$ cat src/sv/csw_pkg.sv
// Shared types and constants for the covered segment window filter.
`default_nettype none

package csw_pkg;

   localparam int CSW_FIELD_WIDTH = 16;
   localparam int CSW_LIMIT_WIDTH = 7;
   localparam logic [CSW_LIMIT_WIDTH-1:0] CSW_LIMIT_RESET = 7'd8;

   // Input beat
   typedef struct packed {
      logic                       func;
      logic [CSW_FIELD_WIDTH-1:0] q_start;
      logic [CSW_FIELD_WIDTH-1:0] s_start;
      logic [CSW_FIELD_WIDTH-1:0] seg_length;
      logic [CSW_FIELD_WIDTH-1:0] seg_score;
   } csw_req_type;

   // Result beat
   typedef struct packed {
      logic [CSW_FIELD_WIDTH-1:0] out_q_start;
      logic [CSW_FIELD_WIDTH-1:0] out_s_start;
      logic [CSW_FIELD_WIDTH-1:0] out_length;
      logic [CSW_FIELD_WIDTH-1:0] out_score;
      logic                       early_evicted;
      logic                       last;
   } csw_rsp_type;

   // Controller to result stage: push a new result, or close the item
   typedef struct packed {
      logic        push;
      logic        finish;
      csw_rsp_type data;
   } csw_res_cmd_type;

   // Result stage to controller
   typedef struct packed {
      logic pend_valid;
      logic out_free;
   } csw_res_status_type;

   typedef enum logic [1:0] {
      CSW_IDLE,
      CSW_WALK,
      CSW_PLACE,
      CSW_DRAIN
   } csw_state_type;

endpackage

`default_nettype wire

$ cat src/sv/covered_segment_window_filter.sv
// Top level of the covered segment window filter.
// One item at a time: the input stalls from acceptance through the walk over the window entries,
// then placement (segments only) and the drain of the held result, and longer while a result
// waits on a stalled output.
// Each result is held back one beat until the next result or the end of its item settles last.
// Synchronous reset empties the window and sets the cover limit to 8; no clearing pass.
`default_nettype none

module covered_segment_window_filter import csw_pkg::*; #(
   parameter int WINDOW_DEPTH   = 32,
   parameter int POSITION_WIDTH = 16
) (
   input  wire logic                       clock,
   input  wire logic                       reset,
   input  wire logic                       req_valid,
   output logic                            req_stall,
   input  wire csw_req_type                req_data,
   output logic                            rsp_valid,
   input  wire logic                       rsp_stall,
   output csw_rsp_type                     rsp_data,
   input  wire logic                       csr_wr_en,
   input  wire logic [CSW_LIMIT_WIDTH-1:0] csr_wr_data
);

   localparam int AW      = $clog2(WINDOW_DEPTH);
   localparam int ENTRY_W = 3 * POSITION_WIDTH + CSW_FIELD_WIDTH;

   logic               mem_wr_en, mem_rd_en;
   logic [AW-1:0]      mem_wr_addr, mem_rd_addr;
   logic [ENTRY_W-1:0] mem_wr_data, mem_rd_data;
   csw_res_cmd_type    res_cmd;
   csw_res_status_type res_status;

   csw_window_mem #(
      .DEPTH (WINDOW_DEPTH),
      .WIDTH (ENTRY_W)
   ) u_mem (
      .clock   (clock),
      .wr_en   (mem_wr_en),
      .wr_addr (mem_wr_addr),
      .wr_data (mem_wr_data),
      .rd_en   (mem_rd_en),
      .rd_addr (mem_rd_addr),
      .rd_data (mem_rd_data)
   );

   csw_walk_ctrl #(
      .DEPTH   (WINDOW_DEPTH),
      .POS_W   (POSITION_WIDTH),
      .ENTRY_W (ENTRY_W)
   ) u_ctrl (
      .clock       (clock),
      .reset       (reset),
      .req_valid   (req_valid),
      .req_stall   (req_stall),
      .req_data    (req_data),
      .csr_wr_en   (csr_wr_en),
      .csr_wr_data (csr_wr_data),
      .mem_wr_en   (mem_wr_en),
      .mem_wr_addr (mem_wr_addr),
      .mem_wr_data (mem_wr_data),
      .mem_rd_en   (mem_rd_en),
      .mem_rd_addr (mem_rd_addr),
      .mem_rd_data (mem_rd_data),
      .res_cmd     (res_cmd),
      .res_status  (res_status)
   );

   csw_result_stage u_result (
      .clock      (clock),
      .reset      (reset),
      .res_cmd    (res_cmd),
      .res_status (res_status),
      .rsp_valid  (rsp_valid),
      .rsp_stall  (rsp_stall),
      .rsp_data   (rsp_data)
   );

endmodule

`default_nettype wire

$ cat src/sv/csw_window_mem.sv
// Window entry store: one write port, one read port, registered read data.
`default_nettype none

module csw_window_mem #(
   parameter int DEPTH = 32,
   parameter int WIDTH = 64
) (
   input  wire logic                     clock,
   input  wire logic                     wr_en,
   input  wire logic [$clog2(DEPTH)-1:0] wr_addr,
   input  wire logic [WIDTH-1:0]         wr_data,
   input  wire logic                     rd_en,
   input  wire logic [$clog2(DEPTH)-1:0] rd_addr,
   output logic      [WIDTH-1:0]         rd_data
);

   logic [WIDTH-1:0] mem_ff [DEPTH];
   logic [WIDTH-1:0] rd_data_ff;

   always_ff @(posedge clock) begin
      if (wr_en) begin
         mem_ff[wr_addr] <= wr_data;
      end
   end

   // Read data holds while no read is issued
   always_ff @(posedge clock) begin
      if (rd_en) begin
         rd_data_ff <= mem_ff[rd_addr];
      end
   end

   assign rd_data = rd_data_ff;

endmodule

`default_nettype wire

$ cat src/sv/csw_result_stage.sv
// Result stage: one pending result to decide last, then the output register.
`default_nettype none

module csw_result_stage import csw_pkg::*; (
   input  wire logic               clock,
   input  wire logic               reset,
   input  wire csw_res_cmd_type    res_cmd,
   output csw_res_status_type      res_status,
   output logic                    rsp_valid,
   input  wire logic               rsp_stall,
   output csw_rsp_type             rsp_data
);

   logic        pend_valid_ff, pend_valid_in;
   csw_rsp_type pend_ff, pend_in;
   logic        rsp_valid_ff, rsp_valid_in;
   csw_rsp_type rsp_data_ff, rsp_data_in;
   logic        move;

   assign res_status.pend_valid = pend_valid_ff;
   assign res_status.out_free   = !rsp_valid_ff || !rsp_stall;

   // Pending result moves out when a newer one arrives or the item closes
   assign move = (res_cmd.push || res_cmd.finish) && pend_valid_ff;

   always_comb begin
      pend_valid_in = pend_valid_ff;
      pend_in       = pend_ff;
      rsp_valid_in  = rsp_valid_ff;
      rsp_data_in   = rsp_data_ff;
      if (!rsp_stall) begin
         rsp_valid_in = 1'b0;
      end
      if (move) begin
         rsp_valid_in     = 1'b1;
         rsp_data_in      = pend_ff;
         rsp_data_in.last = res_cmd.finish;
      end
      if (res_cmd.push) begin
         pend_valid_in = 1'b1;
         pend_in       = res_cmd.data;
      end else if (res_cmd.finish) begin
         pend_valid_in = 1'b0;
      end
   end

   always_ff @(posedge clock) begin
      if (reset) begin
         pend_valid_ff <= 1'b0;
         rsp_valid_ff  <= 1'b0;
      end else begin
         pend_valid_ff <= pend_valid_in;
         rsp_valid_ff  <= rsp_valid_in;
      end
   end

   always_ff @(posedge clock) begin
      pend_ff     <= pend_in;
      rsp_data_ff <= rsp_data_in;
   end

   assign rsp_valid = rsp_valid_ff;
   assign rsp_data  = rsp_data_ff;

endmodule

`default_nettype wire

$ cat src/sv/csw_walk_ctrl.sv
// Window walk controller: expiry, cover count, compaction and placement.
`default_nettype none

module csw_walk_ctrl import csw_pkg::*; #(
   parameter int DEPTH  = 32,
   parameter int POS_W  = 16,
   parameter int ENTRY_W = 3 * POS_W + CSW_FIELD_WIDTH
) (
   input  wire logic                       clock,
   input  wire logic                       reset,
   input  wire logic                       req_valid,
   output logic                            req_stall,
   input  wire csw_req_type                req_data,
   input  wire logic                       csr_wr_en,
   input  wire logic [CSW_LIMIT_WIDTH-1:0] csr_wr_data,
   output logic                            mem_wr_en,
   output logic [$clog2(DEPTH)-1:0]        mem_wr_addr,
   output logic [ENTRY_W-1:0]              mem_wr_data,
   output logic                            mem_rd_en,
   output logic [$clog2(DEPTH)-1:0]        mem_rd_addr,
   input  wire logic [ENTRY_W-1:0]         mem_rd_data,
   output csw_res_cmd_type                 res_cmd,
   input  wire csw_res_status_type         res_status
);

   localparam int AW = $clog2(DEPTH);
   localparam int CW = $clog2(DEPTH + 1);

   typedef struct packed {
      logic [POS_W-1:0]           qpos;
      logic [POS_W-1:0]           spos;
      logic [POS_W-1:0]           len;
      logic [CSW_FIELD_WIDTH-1:0] score;
   } entry_type;

   csw_state_type              state_ff, state_in;
   entry_type                  cur_ff, cur_in;
   entry_type                  first_ff, first_in;
   logic                       func_ff, func_in;
   logic [AW-1:0]              head_ff, head_in;
   logic [CW-1:0]              count_ff, count_in;
   logic [CW-1:0]              idx_ff, idx_in;
   logic [CW-1:0]              kept_ff, kept_in;
   logic [CW-1:0]              covers_ff, covers_in;
   logic [CSW_LIMIT_WIDTH-1:0] limit_ff;

   entry_type      rd_entry;
   logic [POS_W:0] e_end, cur_end;
   logic           expire, cover_hit, go, advance;
   logic [CW-1:0]  idx_next, kept_next;

   // Circular index: base plus offset, folded once into the window
   function automatic logic [AW-1:0] wrap_addr(input logic [AW-1:0] base,
                                               input logic [CW-1:0] off);
      logic [AW+1:0] s;
      s = (AW+2)'(base) + (AW+2)'(off);
      if (s >= (AW+2)'(DEPTH)) begin
         s = s - (AW+2)'(DEPTH);
      end
      return s[AW-1:0];
   endfunction

   function automatic csw_rsp_type to_rsp(input entry_type e, input logic early);
      csw_rsp_type r;
      r.out_q_start   = CSW_FIELD_WIDTH'(e.qpos);
      r.out_s_start   = CSW_FIELD_WIDTH'(e.spos);
      r.out_length    = CSW_FIELD_WIDTH'(e.len);
      r.out_score     = e.score;
      r.early_evicted = early;
      r.last          = 1'b0;
      return r;
   endfunction

   // Per-entry tests on the entry just read
   assign rd_entry  = entry_type'(mem_rd_data);
   assign e_end     = {1'b0, rd_entry.spos} + {1'b0, rd_entry.len};
   assign cur_end   = {1'b0, cur_ff.spos} + {1'b0, cur_ff.len};
   assign expire    = func_ff || (e_end <= {1'b0, cur_ff.spos});
   assign cover_hit = (rd_entry.score >= cur_ff.score) && (rd_entry.spos <= cur_ff.spos)
                      && (e_end >= cur_end);
   assign go        = !res_status.pend_valid || res_status.out_free;
   assign advance   = !expire || go;
   assign idx_next  = idx_ff + 1'b1;
   assign kept_next = expire ? kept_ff : kept_ff + 1'b1;

   assign req_stall = (state_ff != CSW_IDLE);

   // Next state and datapath control
   always_comb begin
      state_in    = state_ff;
      cur_in      = cur_ff;
      first_in    = first_ff;
      func_in     = func_ff;
      head_in     = head_ff;
      count_in    = count_ff;
      idx_in      = idx_ff;
      kept_in     = kept_ff;
      covers_in   = covers_ff;
      mem_rd_en   = 1'b0;
      mem_rd_addr = head_ff;
      mem_wr_en   = 1'b0;
      mem_wr_addr = head_ff;
      mem_wr_data = cur_ff;
      res_cmd     = '0;
      case (state_ff)
         CSW_IDLE: begin
            if (req_valid) begin
               cur_in.qpos  = POS_W'(req_data.q_start);
               cur_in.spos  = POS_W'(req_data.s_start);
               cur_in.len   = POS_W'(req_data.seg_length);
               cur_in.score = req_data.seg_score;
               func_in      = req_data.func;
               idx_in       = '0;
               kept_in      = '0;
               covers_in    = '0;
               if (count_ff != '0) begin
                  mem_rd_en = 1'b1;
                  state_in  = CSW_WALK;
               end else if (req_data.func) begin
                  state_in = CSW_DRAIN;
               end else begin
                  state_in = CSW_PLACE;
               end
            end
         end
         CSW_WALK: begin
            res_cmd.data = to_rsp(rd_entry, 1'b0);
            if (expire) begin
               res_cmd.push = go;
            end else begin
               // Survivor is packed down to the next kept slot
               mem_wr_en   = 1'b1;
               mem_wr_addr = wrap_addr(head_ff, kept_ff);
               mem_wr_data = rd_entry;
               kept_in     = kept_next;
               covers_in   = covers_ff + CW'(cover_hit);
            end
            if (advance) begin
               if (idx_ff == '0) begin
                  first_in = rd_entry;
               end
               idx_in = idx_next;
               if (idx_next < count_ff) begin
                  mem_rd_en   = 1'b1;
                  mem_rd_addr = wrap_addr(head_ff, idx_next);
               end else begin
                  count_in = kept_next;
                  state_in = func_ff ? CSW_DRAIN : CSW_PLACE;
               end
            end
         end
         CSW_PLACE: begin
            if (CSW_LIMIT_WIDTH'(covers_ff) <= limit_ff) begin
               if (count_ff == CW'(DEPTH)) begin
                  // Full window: oldest leaves early, new segment takes its slot
                  res_cmd.data = to_rsp(first_ff, 1'b1);
                  if (go) begin
                     res_cmd.push = 1'b1;
                     mem_wr_en    = 1'b1;
                     mem_wr_addr  = head_ff;
                     head_in      = wrap_addr(head_ff, CW'(1));
                     state_in     = CSW_DRAIN;
                  end
               end else begin
                  mem_wr_en   = 1'b1;
                  mem_wr_addr = wrap_addr(head_ff, count_ff);
                  count_in    = count_ff + 1'b1;
                  state_in    = CSW_DRAIN;
               end
            end else begin
               state_in = CSW_DRAIN;
            end
         end
         CSW_DRAIN: begin
            if (!res_status.pend_valid) begin
               state_in = CSW_IDLE;
            end else if (res_status.out_free) begin
               res_cmd.finish = 1'b1;
               state_in       = CSW_IDLE;
            end
         end
         default: begin
            state_in = CSW_IDLE;
         end
      endcase
   end

   always_ff @(posedge clock) begin
      if (reset) begin
         state_ff <= CSW_IDLE;
         head_ff  <= '0;
         count_ff <= '0;
         limit_ff <= CSW_LIMIT_RESET;
      end else begin
         state_ff <= state_in;
         head_ff  <= head_in;
         count_ff <= count_in;
         if (csr_wr_en) begin
            limit_ff <= csr_wr_data;
         end
      end
   end

   always_ff @(posedge clock) begin
      cur_ff    <= cur_in;
      first_ff  <= first_in;
      func_ff   <= func_in;
      idx_ff    <= idx_in;
      kept_ff   <= kept_in;
      covers_ff <= covers_in;
   end

endmodule

`default_nettype wire

$ cat config.mk
export PLATFORM = sky130hd
export DESIGN_NAME = covered_segment_window_filter
export DESIGN_NICKNAME = d
export VERILOG_FILES = /design/src/sv/csw_pkg.sv /design/src/sv/covered_segment_window_filter.sv /design/src/sv/csw_window_mem.sv /design/src/sv/csw_result_stage.sv /design/src/sv/csw_walk_ctrl.sv
export SDC_FILE = /design/constraint.sdc
export NUM_CORES = 2
export LEC_CHECK = 0
export BUFFER_PORTS_ARGS = -buffer_cell sky130_fd_sc_hd__buf_2
export CAP_MARGIN = 0
export CELL_PAD_IN_SITES_DETAIL_PLACEMENT = 1
export CELL_PAD_IN_SITES_GLOBAL_PLACEMENT = 2
export CORE_MARGIN = 5
export CORE_UTILIZATION = 23
export DETAILED_ROUTE_END_ITERATION = 10
export PLACE_DENSITY = 0.51
export SLEW_MARGIN = 20
export SYNTH_ARGS = -nofsm -noshare
export SYNTH_HDL_FRONTEND = slang
export SYNTH_SLANG_ARGS = --single-unit
$ cat constraint.sdc
create_clock -name clock -period 13.1 [get_ports clock]
set_clock_uncertainty 0.2 [all_clocks]
set_input_delay 0.655 -clock clock [delete_from_list [all_inputs] [get_ports clock]]
set_output_delay 0.655 -clock clock [all_outputs]
set_load 0.02 [all_outputs]
==> metrics.md <==
| Metric | Value |
|---|---|
| Kind of critical path | `flop to flop` |
| Starting Density | `23.1%` |
| Top cells by count, synth | `edfxtp_1, nand2_1, nand3_1` |
| Largest net degree at the start of global routing | `106` |
| Top FF cell, synth | `edfxtp_1` |
| Worst R2R End | `u_mem.rd_data[18]$_DFFE_PP_` |
| EDFF count, synth | `2,390` |
| Crit path required time | `13.53 ns` |
| Share of the synthesized area in the top cell type | `74.2%` |
| Sequential fraction of the synthesis area | `74.6%` |
| CTS hold repair buffers | `81` |
| CTS tree | `done` |
| Status | `completed` |
| Num CTS Buffers | `284` |
| RSZ-0062 raised after global routing | `false` |
| Count leader, synth | `edfxtp_1` |
| Number of cell rows | `238` |
| Filler cells | `44,800` |
| Slew Viols, Final | `0` |
| Post-Place Worst Slack | `3.68 ns` |
| Resized Gates After CTS | `0` |
| Die Area | `434,000 um^2` |
| Met2 Use GR | `27.0%` |
| Vias | `61,300` |
| Syn nets | `6,973` |
| Final WS setup | `3.61 ns` |
| Drt wl/cell | `30.0 um` |
| Startpoint of the worst-slack reg-to-reg timing path | `u_mem.rd_data[34]$_DFFE_PP_` |
| Worst-Skew Late Latency | `0.90 ns` |
| Fmax | `0.105 GHz` |
| Post-CTS Setup Inserts | `0` |
| DRC | `0` |
| Mapped Cells | `6,758` |
| Drt total wl | `384,000 um` |
| Crit-path slowest cell | `mux2i_4` |
| Post-DR vias/cell | `4.79` |
| Worst path bufs/invs | `3` |
| Synth-to-Final Area Change | `18.6%` |
| Final Hold Viols | `0` |
| GRT overflow | `0` |
| Port Buffers | `144` |
| GR Util met1 | `24.7%` |
| Maximum vdd drop | `0.000114 V` |
| Min Tclk post-route | `9.49 ns` |
| Synth Cell Area | `96,800 um^2` |
| GRT busiest layer | `met2` |
| Share of layout cells above drive strength 1 | `12.7%` |
| Crit-path max FO | `62` |
| CTS Buffer Depth | `4` |
| Htree depth | `5` |
| Met3 Use GR | `2.61%` |
| CP Depth | `25` |
| Avg Cell Area, Syn | `14.3 um^2` |
| End of the critical path | `u_mem.rd_data[18]$_DFFE_PP_` |
| Vias in the first global route | `62,200` |
| CP Capture Type | `flop` |
| GRT Total Usage | `17.1%` |
| Critical path arrival | `9.92 ns` |
| Setup TNS | `0 ns` |
| PD cells | `217 nW/um^2` |
| Max cap viols | `0` |
| Critical path's largest stage delay | `0.95 ns` |
| Multi-input logic area | `23,300 um^2` |
| DRT iter0 DRCs | `6,366` |
| Setup violators final | `0` |
| Largest area contributor in the netlist | `edfxtp_1` |
| Nets | `7,290` |
| IO Pins | `145` |
| R2R setup slack | `3.61 ns` |
| Sequential Area | `72,200 um^2` |
| Class of the worst hold path | `input port to flop` |
| Die Width | `659 um` |
| R2R cell count | `25` |
| CTS Root Cell | `clkbuf_16` |
| Synth top area cells | `edfxtp_1, nand2_1, nand3_1` |
| Cell family with most CP delay | `compound AO/OA/AOI/OAI gates` |
| First-pass GRT wire length | `526,000 um` |
| Worst Setup Start Kind | `flop` |
| Tightest Pin Transition | `1.12 ns` |
| Post-DP HPWL | `231,000 um` |
| Leak | `38.1 nW` |
| Clock transition at the registers of the reported paths | `0.07 ns` |
| Die Ht | `659 um` |
| Gpl congestion | `0.794` |
| Routed Antenna Nets | `0` |
| Final Cycle Share | `72.4%` |
| TritonRoute pass-1 iters | `5` |
| #FFs+latches synth | `2,412` |
| Async SR Flop Fraction | `0%` |
| Synth Warn # | `0` |
| Core Box Area | `420,000 um^2` |
| Initial antenna violation count | `59` |
| Clock sinks | `2,412` |
| CP Launch Point | `u_mem.rd_data[34]$_DFFE_PP_` |
| Yosys cell types | `76` |
| Slew margin rel. | `23.7%` |
worst reg2reg max path, cell delays in order, from the launching register on:
cell	delay, ns
edfxtp_1	0.62
ha_1	0.45
a21oi_1	0.28
o21bai_1	0.13
a21oi_1	0.25
nor2b_1	0.08
o21a_1	0.20
o221a_2	0.28
o211a_1	0.25
o21a_1	0.17
nor2_1	0.12
xnor2_1	0.13
ha_1	0.33
nand4_1	0.13
nor3_1	0.30
o31ai_1	0.12
a31oi_1	0.62
o21a_1	0.74
mux2i_4	0.96
buf_4	0.30
buf_4	0.72
mux2i_1	0.33
o22ai_1	0.14
nor4_2	0.67
o311ai_2	0.41
buf_4	0.29
where the power goes:
part	total, mW	internal [mW]	switching, mW	leakage, nW
logic	7.12	1.83	5.29	12.1
registers	10.2	9.71	0.520	21.7
clock network	7.57	4.30	3.28	4.21
total	24.9	15.8	9.09	38.1
metrics by stage:
| stage | total power [mW] | instance area (um^2) | hold slack, ns | util (%) | std cells |
|---|---|---|---|---|---|
| final | 24.9 | 115000 | 0.0596 | 27.3 | 12800 |
| after global routing | 26.0 | 115000 | 0.0627 | 27.3 | 12800 |
| after CTS | 25.2 | 115000 | 0.00399 | 27.3 | 12800 |
| after detailed placement | 17.5 | 105000 | 0.206 | 25.0 | 12200 |
| after global placement | 17.5 | 105000 | 0.206 | 25.0 | 12200 |
| after floorplan | 13.7 | 96800 | 0.200 | - | 6758 |
layout by cell type, fill, tap and decap left out, types with 23 or more instances in the layout:
master,Yosys,layout
o21ai_4,0,27
a22oi_1,43,43
nand4_1,73,73
edfxtp_1,2390,2390
o22ai_1,31,31
mux2_2,36,34
clkbuf_16,0,289
inv_1,73,71
a31oi_1,124,122
a22o_1,64,64
o21a_1,24,24
mux2i_1,146,146
a311oi_1,26,26
nand3_1,621,621
buf_2,155,145
o221ai_1,23,23
a32oi_1,26,26
xnor2_1,28,27
xor2_1,27,26
a2111oi_1,30,30
and3_1,104,104
clkinv_1,3,62
clkbuf_1,188,66
nor2_4,0,28
clkinv_2,0,38
nand2_1,1611,1608
a2111oi_2,21,24
ha_1,133,133
nor2_1,126,98
buf_4,18,177
dlygate4sd3_1,0,81
a221oi_1,25,25
o21ai_0,84,52
mux4_2,44,44
a21oi_1,159,158
layout make-up:
type | instances | area share, %
Antenna cell | 10 | 0.0218
Multi-Input combinational cell | 3877 | 20.3
Inverter | 76 | 0.252
Sequential cell | 2412 | 62.9
Clock inverter | 133 | 1.00
Timing Repair Buffer | 424 | 2.88
Clock buffer | 358 | 6.55
Tap cell | 5520 | 6.02
worst min-delay path by stage:
stage / endpoint / depth (start not counted) / startpoint / slack [ns]
after floorplan: u_result.rsp_data[10]$_DFFE_PP_ / 0 / u_result.pend_ff[10]$_DFFE_PP_ / 0.20
after CTS: u_ctrl.limit_ff[4]$_SDFFE_PP0P_ / 2 / reset / 0.004
after detailed placement: u_result.rsp_data[30]$_DFFE_PP_ / 0 / u_result.pend_ff[30]$_DFFE_PP_ / 0.21
final: u_ctrl.limit_ff[4]$_SDFFE_PP0P_ / 2 / reset / 0.06
after global routing: u_ctrl.head_ff[2]$_SDFFE_PP0P_ / 2 / reset / 0.06
after global placement: u_result.rsp_data[1]$_DFFE_PP_ / 0 / u_result.pend_ff[1]$_DFFE_PP_ / 0.21
sequential cells by signal (all words and copies together), names as in the netlist:
| signal | count |
|---|---|
| u_result.pend_valid_ff | 1 |
| u_ctrl.idx_ff | 6 |
| u_mem.mem_ff | 2048 |
| u_ctrl.head_ff | 5 |
| u_ctrl.kept_ff | 6 |
| u_mem.rd_data | 64 |
| u_ctrl.cur_ff | 64 |
| u_ctrl.count_ff | 6 |
| u_ctrl.func_ff | 1 |
| u_result.rsp_data | 66 |
| u_ctrl.first_ff | 64 |
| u_result.pend_ff | 65 |
| u_ctrl.limit_ff | 7 |
| u_ctrl.covers_ff | 6 |
| u_result.rsp_valid | 1 |
| u_ctrl.state_ff | 2 |
cells by family after synthesis:
kind of cell / after synthesis / synth area share [%]
simple gates: 2624 / 11.7
xor+xnor: 55 / 0.498
mux: 228 / 3.00
buf+inv: 469 / 2.13
compound gates: 832 / 6.27
fa+ha+maj: 138 / 1.82
flops: 2412 / 74.6
layer usage:
metal	share of wire (%)	up-vias	wire [um]
li1	-	26200	-
met1	47	33000	179000
met2	45	1751	174000
met3	5.9	416	22600
met4	2.2	6	8350
met5	0.011	-	43
Power figures use the tool's default switching activity.
